File: config.mk
export PLATFORM = sky130hd
export DESIGN_NAME = fixed_frame_word_receiver_core
export DESIGN_NICKNAME = d
export VERILOG_FILES = /design/src/design/ffwr_pkg.sv /design/src/design/ffwr_framer.sv /design/src/design/ffwr_queue.sv /design/src/design/ffwr_clamp.sv /design/src/design/fixed_frame_word_receiver_core.sv
export SDC_FILE = /design/constraint.sdc
export NUM_CORES = 1
export LEC_CHECK = 0
export BUFFER_PORTS_ARGS = -buffer_cell sky130_fd_sc_hd__buf_2
export CORE_UTILIZATION = 60
export DETAILED_ROUTE_END_ITERATION = 16
export HOLD_SLACK_MARGIN = 0.02
export PLACE_DENSITY_LB_ADDON = 0.2
export SYNTH_ARGS = -nofsm -noshare
export SYNTH_HDL_FRONTEND = slang
export SYNTH_SLANG_ARGS = --single-unit
File: constraint.sdc
create_clock -name clk -period 13.9 [get_ports clk]
set_clock_uncertainty 0.1 [all_clocks]
set_input_delay 1.39 -clock clk [delete_from_list [all_inputs] [get_ports clk]]
set_output_delay 1.39 -clock clk [all_outputs]
set_load 0.05 [all_outputs]
File: src/design/ffwr_pkg.sv
package ffwr_pkg;
  localparam int unsigned FrameLen = 19;
  localparam logic [7:0] HeaderByte = 8'hA5;
  localparam logic [7:0] TrailerByte = 8'h5A;
  localparam logic [31:0] LowReset = 32'h40C00000;
  localparam logic [31:0] HighReset = 32'h41A00000;
  localparam int unsigned QueueDepth = 2;
  localparam logic RegLow = 1'b0;
  localparam logic RegHigh = 1'b1;

  // Four payload words of one good frame
  typedef struct packed {
    logic [31:0] gain;
    logic [31:0] speed;
    logic [31:0] tword;
    logic [31:0] angle;
  } frame_words_t;

  function automatic logic is_nan(input logic [31:0] x);
    return x[30:0] > 31'h7F800000;
  endfunction

  function automatic logic [31:0] order_key(input logic [31:0] x);
    return x[31] ? ~x : (x | 32'h80000000);
  endfunction

  // IEEE single a > b on raw bits
  function automatic logic float_greater(input logic [31:0] a, input logic [31:0] b);
    logic nan_any;
    logic zeros;
    nan_any = is_nan(a) | is_nan(b);
    zeros = (a[30:0] == 31'd0) && (b[30:0] == 31'd0);
    return !nan_any && !zeros && (order_key(a) > order_key(b));
  endfunction
endpackage

File: src/design/ffwr_framer.sv
// Front part: hunt for header, shift bytes in, flag frames with good trailer
module ffwr_framer
  import ffwr_pkg::*;
(
  input  logic         clk,
  input  logic         rst,
  input  logic         take,
  input  logic [7:0]   rx_byte,
  output logic         frame_valid,
  output frame_words_t frame
);
  localparam int unsigned CountW = $clog2(FrameLen + 1);

  logic [CountW-1:0] byte_count;
  logic [7:0] shift [FrameLen-1];

  // Count bytes of the current frame; zero means hunting
  always_ff @(posedge clk) begin
    if (rst) begin
      byte_count <= '0;
    end else if (take) begin
      if (byte_count == '0) begin
        if (rx_byte == HeaderByte) byte_count <= CountW'(1);
      end else if (byte_count == CountW'(FrameLen - 1)) begin
        byte_count <= '0;
      end else begin
        byte_count <= byte_count + CountW'(1);
      end
    end
  end

  // Shift data bytes in; oldest byte ends at index 0
  always_ff @(posedge clk) begin
    if (take) begin
      for (int i = 0; i < FrameLen - 2; i++) shift[i] <= shift[i+1];
      shift[FrameLen-2] <= rx_byte;
    end
  end

  // On the last byte, shift[0] is header and shift[1..17] are bytes 1..17
  assign frame_valid = take && (byte_count == CountW'(FrameLen - 1))
                       && (rx_byte == TrailerByte);
  assign frame.gain  = {shift[4], shift[3], shift[2], shift[1]};
  assign frame.speed = {shift[8], shift[7], shift[6], shift[5]};
  assign frame.tword = {shift[12], shift[11], shift[10], shift[9]};
  assign frame.angle = {shift[16], shift[15], shift[14], shift[13]};

  logic unused_tail;
  assign unused_tail = ^{shift[0], shift[17]};
endmodule

File: src/design/ffwr_queue.sv
// Short queue between framer and clamp stage
module ffwr_queue
  import ffwr_pkg::*;
#(
  parameter int unsigned Depth = QueueDepth
) (
  input  logic         clk,
  input  logic         rst,
  input  logic         wr,
  input  frame_words_t wdata,
  output logic         nonempty,
  input  logic         rd,
  output frame_words_t rdata
);
  localparam int unsigned PtrW = (Depth > 1) ? $clog2(Depth) : 1;

  frame_words_t slot [Depth];
  logic [PtrW-1:0] wptr, rptr;
  logic [PtrW:0] count;

  // Advance pointers on each beat
  always_ff @(posedge clk) begin
    if (rst) begin
      wptr <= '0;
      rptr <= '0;
      count <= '0;
    end else begin
      if (wr) wptr <= (wptr == PtrW'(Depth - 1)) ? '0 : wptr + PtrW'(1);
      if (rd) rptr <= (rptr == PtrW'(Depth - 1)) ? '0 : rptr + PtrW'(1);
      count <= count + (PtrW+1)'(wr) - (PtrW+1)'(rd);
    end
  end

  always_ff @(posedge clk) begin
    if (wr) slot[wptr] <= wdata;
  end

  assign nonempty = count != '0;
  assign rdata = slot[rptr];
endmodule

File: src/design/ffwr_clamp.sv
// Back part: clamp third word and hold the result register
module ffwr_clamp
  import ffwr_pkg::*;
(
  input  logic         clk,
  input  logic         rst,
  input  logic         in_valid,
  input  frame_words_t in_words,
  output logic         in_take,
  input  logic [31:0]  low_limit,
  input  logic [31:0]  high_limit,
  output logic         out_valid,
  input  logic         out_take,
  output frame_words_t out_words
);
  logic [31:0] t_next;

  // Clamp: high test first, then low
  always_comb begin
    t_next = in_words.tword;
    if (float_greater(in_words.tword, high_limit)) t_next = high_limit;
    else if (float_greater(low_limit, in_words.tword)) t_next = low_limit;
  end

  assign in_take = in_valid && (!out_valid || out_take);

  always_ff @(posedge clk) begin
    if (rst) out_valid <= 1'b0;
    else if (in_take) out_valid <= 1'b1;
    else if (out_take) out_valid <= 1'b0;
  end

  always_ff @(posedge clk) begin
    if (in_take) begin
      out_words <= {in_words.gain, in_words.speed, t_next, in_words.angle};
    end
  end
endmodule

File: src/design/fixed_frame_word_receiver_core.sv
// Accepts one byte per cycle; full only while the result path backs up.
// A good frame is queued on its trailer beat, then registered for output.
// Throughput: 1 byte per cycle while not full.
// Reset: hunting for header, queue and result empty, limits 6.0 and 20.0.
module fixed_frame_word_receiver_core
  import ffwr_pkg::*;
#(
  parameter int unsigned Depth = QueueDepth
) (
  input  logic        clk,
  input  logic        rst,
  input  logic        push,
  output logic        full,
  input  logic [7:0]  rx_byte,
  output logic        empty,
  input  logic        pop,
  output logic [31:0] gain_word,
  output logic [31:0] speed_word,
  output logic [31:0] time_word,
  output logic [31:0] angle_word,
  input  logic        cfg_valid,
  output logic        cfg_ready,
  input  logic [0:0]  cfg_index,
  input  logic [31:0] cfg_data
);
  logic [31:0] low_limit, high_limit;
  logic take, frame_valid, q_nonempty, q_rd, out_valid;
  logic [$clog2(Depth+1)-1:0] pending;
  frame_words_t frame, q_words, out_words;

  // Config registers
  assign cfg_ready = 1'b1;
  always_ff @(posedge clk) begin
    if (rst) begin
      low_limit <= LowReset;
      high_limit <= HighReset;
    end else if (cfg_valid) begin
      if (cfg_index == RegLow) low_limit <= cfg_data;
      if (cfg_index == RegHigh) high_limit <= cfg_data;
    end
  end

  // Hold input while queue could overflow
  always_ff @(posedge clk) begin
    if (rst) pending <= '0;
    else pending <= pending + $bits(pending)'(frame_valid) - $bits(pending)'(q_rd);
  end
  assign full = pending == $bits(pending)'(Depth);
  assign take = push && !full;

  ffwr_framer u_framer (
    .clk, .rst, .take, .rx_byte, .frame_valid, .frame
  );

  ffwr_queue #(.Depth(Depth)) u_queue (
    .clk, .rst, .wr(frame_valid), .wdata(frame), .nonempty(q_nonempty),
    .rd(q_rd), .rdata(q_words)
  );

  ffwr_clamp u_clamp (
    .clk, .rst, .in_valid(q_nonempty), .in_words(q_words), .in_take(q_rd),
    .low_limit, .high_limit, .out_valid, .out_take(pop && out_valid),
    .out_words
  );

  assign empty = !out_valid;
  assign gain_word = out_words.gain;
  assign speed_word = out_words.speed;
  assign time_word = out_words.tword;
  assign angle_word = out_words.angle;
endmodule

=== Word level (Yosys, flattened, before mapping) ===
Memory sizes are Yosys's and may differ from the RTL's. A register that Yosys moved wholly into a read port is not among the register bits.
Index checks and enable logic that the tools add are counted.

* $add $sub $neg: 7
* Order comparisons: 5
* Equality and inequality tests: 5
* Muxes and demuxes: 18
* Bitwise logic cells: 6
* Reduce and logical (&&, ||, !) cells: 27

{| class="wikitable"
|+ Operator list
! operator !! number
|-
| 2-to-1 mux 32 bit || 5
|-
| NOT 32 bit || 3
|-
| greater-than comparator 31 bit, second input constant || 3
|-
| zero test 31 bit || 3
|-
| greater-than comparator 32 bit || 2
|-
| 2-to-1 mux 5 bit || 3
|-
| logical AND 1 bit || 11
|-
| 2-to-1 mux 1 bit || 10
|-
| equality test 8 x 7 -> 1 bit, second input constant || 1
|-
| equality test 8 bit, second input constant || 1
|-
| zero test 1 bit || 6
|-
| AND reduction 2 bit || 3
|-
| adder 5 x 1 -> 5 bit, second input constant || 1
|-
| equality test 5 bit, second input constant || 1
|-
| zero test 5 bit || 1
|-
| adder 2 x 1 -> 2 bit || 2
|-
| nonzero test 2 bit || 2
|-
| subtractor 2 x 1 -> 2 bit || 2
|-
| adder 1 bit, second input constant || 2
|-
| equality test 2 bit, second input constant || 1
|-
| != test 2 bit, second input constant || 1
|-
| bitwise OR 1 bit || 2
|-
| logical OR 1 bit || 1
|-
| NOT 1 bit || 1
|}

* Bits in registers: 204
* Memory bits (writable): 400
* Input port bits: 46
* Output and inout bits: 131
* Word-level logic and storage cells: 82
* Memories: 2

{| class="wikitable"
|+ Memory list
! name !! depth !! bits a word !! read ports !! clocked after Yosys merged registers in !! write ports !! line !! RTL
|-
| u_queue.slot || 2 || 128 || 1 || 1 || 1 || ffwr_queue.sv:17 || <nowiki>frame_words_t slot [Depth];</nowiki>
|-
| u_framer.shift || 18 || 8 || 17 || 0 || 18 || ffwr_framer.sv:15 || <nowiki>logic [7:0] shift [FrameLen-1];</nowiki>
|}

=== Logic depth before layout (Yosys ltp) ===
* Depth in word-level cells: 7
* Depth in mapped cells: 14
* Gate-level depth less buffers: 11

=== Cells and area by module ===
From an unflattened synthesis, not the netlist that was laid out.

* Cell total of the unflattened synthesis: 1525
* Area, all modules: 23980.5 um^2

{| class="wikitable"
|+ Modules (own cells, without submodules)
! module !! times used !! cells an instance !! area each (um^2) !! seq. area each (um^2)
|-
| ffwr_queue || 1 || 418 || 9519.1 || 7787.5
|-
| ffwr_clamp || 1 || 632 || 7507.2 || 3863.7
|-
| ffwr_framer || 1 || 178 || 4440.5 || 4184.0
|-
| fixed_frame_word_receiver_core || 1 || 297 || 2513.7 || 1321.3
|}

=== Least setup slack after synthesis ===
No wires, ideal clock.

* Path type: input to register
* From: in push
* To: mem u_queue.slot[0][0] in the netlist's numbering (enable)
* Library setup time: 0.632 ns
* Arrival: 10.389 ns
* Data required time: 13.168 ns
* Path slack: 2.779 ns
* Stages on the path: 4
* Path buffers: 0
* Cells stage by stage: nand2b_1 > inv_1 > and4_1 > nor2b_1

* Cells in the longest elaborated chain, start to end: 5

{| class="wikitable"
|+ RTL lines
! element !! line !! RTL
|-
| start: declaration || fixed_frame_word_receiver_core.sv:12 || <nowiki>input logic push,</nowiki>
|-
| logical AND 1 bit || fixed_frame_word_receiver_core.sv:49 || <nowiki>assign take = push && !full;</nowiki>
|-
| via take || fixed_frame_word_receiver_core.sv:27 || <nowiki>logic take, frame_valid, q_nonempty, q_rd, out_valid;</nowiki>
|-
| logical AND 1 bit || ffwr_framer.sv:41 || <nowiki>assign frame_valid = take && (byte_count == CountW'(FrameLen - 1))</nowiki>
|-
| logical AND 1 bit || ffwr_framer.sv:42 || <nowiki>&& (rx_byte == TrailerByte);</nowiki>
|-
| via frame_valid || fixed_frame_word_receiver_core.sv:27 ||
|-
| 2-to-1 mux 1 bit || ffwr_queue.sv:35 || <nowiki>if (wr) slot[wptr] <= wdata;</nowiki>
|-
| 2-to-1 mux 1 bit (implied by the code) || ffwr_queue.sv:35 ||
|-
| end: declaration || ffwr_queue.sv:17 ||
|}

The timed path passes the listed nets, and every way through them passes these cells.

==> metrics <==
ordered list of cells on the worst path=buf_4 > mux2i_1 > xor2_1 > ha_1 > nand4_1 > nor2_1 > o21ai_0 > a21oi_4 > o21a_4 > o31ai_1; TritonCTS Sinks=597; final-report max-slew violation count=0; maximum achievable frequency=0.1804 GHz; Clock Pin Slew Worst Setup and Hold Paths=0.06 ns; Clk Latency, worst-skew pair=0.61 ns; relative contribution of combinational cells to total power=25.9%; die boundary height=201.1 um; final net count=1821; outcome=complete, no violations; drt drc=0; unrepaired setup endpoints after global routing=no; input/output buffers=175; via count of the first global-routing pass=13170; number of rows created at floorplan=72; total track usage=23.62%; weighted congestion at the end of routability-driven global placement=0.9050; Core ar.=0.03883 mm2; portion of total power attributed to the clock network=26.6%; DR pass1 iterations=6; Slowest cell on crit path=dfxtp_4; peak fanout along the critical path=68; Remaining Overflow, GRT=0; number of CTS-inserted buffers=54; syn_nets=1645; total of warnings raised by yosys=0; residual antenna-violating net count after detailed routing=0; Layout Area Growth over Synthesis=12.95%; met1 wire length=20280 um; CTS tree=built; areal power density over the cells=197.4 mW/mm2; async set-reset flop share out of synthesis=0%; routed length on met2=22450 um; Synth area leaders=edfxtp_1 (66%), dfxtp_1 (6.5%), mux2_2 (4.5%), ha_1 (3.7%), xor2_1 (2.4%); sum of routed wire length over all layers=47050 um; drt initial violations=1004; ratio of cells with drive above 1 in the final layout=21.68%; placed wire-length estimate=29730 um; crit share post-route=39.88%; Max-cap violations=0; total number of vias=13150; setup-violating endpoint count in the final report=0; Cell Area, Synth=0.02377 mm2; total count of hold-check failures in the final report=0; worst hold path type=flip-flop to flip-flop; Leak Pwr=9.567 nW; maximum resistive drop on vdd=0.0001958 V; core utilization of the finished layout=69.16%; number of buffer and inverter stages on the critical path=1; highest routing layer actually used=met4; post-synthesis sequential element count=597; Post-synth EDFFs=520; post-cts repair resize count=0; first-pass GRT wire length=73750 um; internal power=3.485 mW; number of hold-repair buffers added at the cts stage=0; sum of negative setup slack=0 ns; most common cell after layout, fill and taps aside=edfxtp_1; longest individual stage delay on the worst path=1.00 ns; total met3 wirelength after detailed routing=3022 um; switching part of the total power=34.26%; kind of start point of the critical path=flip-flop; sequential area share after synthesis=72.17%; CP delay by family, top=compound AO/OA/AOI/OAI gates; synthesized instance count=1528; maximum number of pins on one net before global-route repair=80; Die Area=0.04042 mm2; Mapped Avg Cell Area=15.56 um2; number of diodes=0; Worst slew margin=14.05%; antenna violations before repair=0; Period minus WS final=5.543 ns; post-synthesis cell type count=47; Avg Vias per Cell=5.801; effective utilization at floorplan=61.23%; most frequent cells in the layout=edfxtp_1 (520), buf_2 (175), nand2_1 (145); Main synth FF type=edfxtp_1; routed length per placed instance=20.76 um; post-synth top area share=65.68%; Flop pwr share=47.5%; path type of the worst setup path=flip-flop to flip-flop; clock tree buffer depth=3; worst slew pin tran=1.286 ns; I/O pin count=177; overall die width=201.1 um; master cell of the clock root buffer=clkbuf_16; biggest area consumer among synthesized cells=edfxtp_1; CP endpoint kind=flip-flop; H-tree depth=2; net load switching power=1.816 mW; arrival time of data at the critical path endpoint=5.76 ns; Post-CTS Repair Setup Buffers=0; data required time of the worst path=14.12 ns
==> metrics by stage <==
stage | hold slack [ns] | instances | instance area (um2) | power [mW] | worst slack, ns
5_1_grt | 0.3292 | 2266 | 26850 | 5.513 | 7.997
3_5_place_dp | 0.3045 | 2165 | 25150 | 3.932 | 8.312
3_3_place_gp | 0.3014 | 2165 | 25150 | 3.908 | 8.362
2_1_floorplan | 0.3003 | 1528 | 23770 | 3.577 | 2.779
4_1_cts | 0.3184 | 2265 | 26840 | 5.341 | 8.291
6_report | 0.3177 | 2266 | 26850 | 5.301 | 8.357
==> registers in the layout (all words and copies together) (netlist names), named ones only <==
signal               flops
high_limit              32
low_limit               32
pending                  2
u_clamp.out_valid        1
u_clamp.out_words      128
u_framer.byte_count      5
u_framer.shift         136
u_queue.count            2
u_queue.rptr             1
u_queue.slot           256
u_queue.wptr             1
==> cell families (layout without fill, tap and decap cells) <==
family          Yosys count  count (layout)  share of synthesized area (%)
xor+xnor                102             102                          3.758
fa+ha+maj                71              71                          3.737
compound gates          217             217                          6.058
flops                   597             597                          72.17
simple gates            297             297                          6.289
other cells               1               1                        0.01577
buf+inv                 114             334                          2.037
mux                     129             129                          5.937
==> power groups by stage <==
stage	Clock [mW]	Combinational (mW)	Sequential [mW]
after floorplan	0	0.498	3.08
after global placement	0	1.35	2.55
after detailed placement	0	1.37	2.56
after CTS	1.44	1.38	2.53
after global routing	1.50	1.46	2.55
final	1.41	1.37	2.52
==> routing by layer <==
layer	vias to the layer above	global-route usage, %
li1	6111	-
met1	6492	32.98
met2	449	37.46
met3	93	4.545
met4	0	8.179
met5	-	0
==> worst register-to-register path, cell delays in order (launching register included) <==
cell and delay, ns:
dfxtp_4 1.00, buf_4 0.87, mux2i_1 0.69, xor2_1 0.19, ha_1 0.33, nand4_1 0.09, nor2_1 0.18, o21ai_0 0.17
a21oi_4 0.90, o21a_4 0.54, o31ai_1 0.19
==> layout make-up <==
cell class	count	area [um2]
Timing Repair Buffer	192	1003
Clock buffer	72	1470
Tap cell	518	648.1
Sequential cell	597	17160
Inverter	42	162.7
Clock inverter	28	225.2
Multi-Input combinational cell	817	6182
Fill cell	2610	11980
==> synth_stat cells (32+ instances only) <==
library cell	number
dfxtp_1	77
ha_1	71
mux2_2	96
mux2i_1	33
xnor2_1	36
edfxtp_1	520
xor2_1	66
a21oi_1	82
clkbuf_1	45
o31ai_1	33
a21boi_0	32
o211ai_1	36
inv_1	42
nand2_1	145
==> worst paths after layout <==
path / from / endpoint / slack, ns / cells past startpoint
min reg2reg: u_framer.shift[17][0] / u_framer.shift[16][0] / 0.32 / 0
max reg2reg: flip-flop / u_clamp.out_words[61] / 8.36 / 10
min: u_framer.shift[17][0] / u_framer.shift[16][0] / 0.32 / 0
max: flip-flop / u_clamp.out_words[61] / 8.36 / 10
No activity file was read; power rests on OpenSTA's default activity.
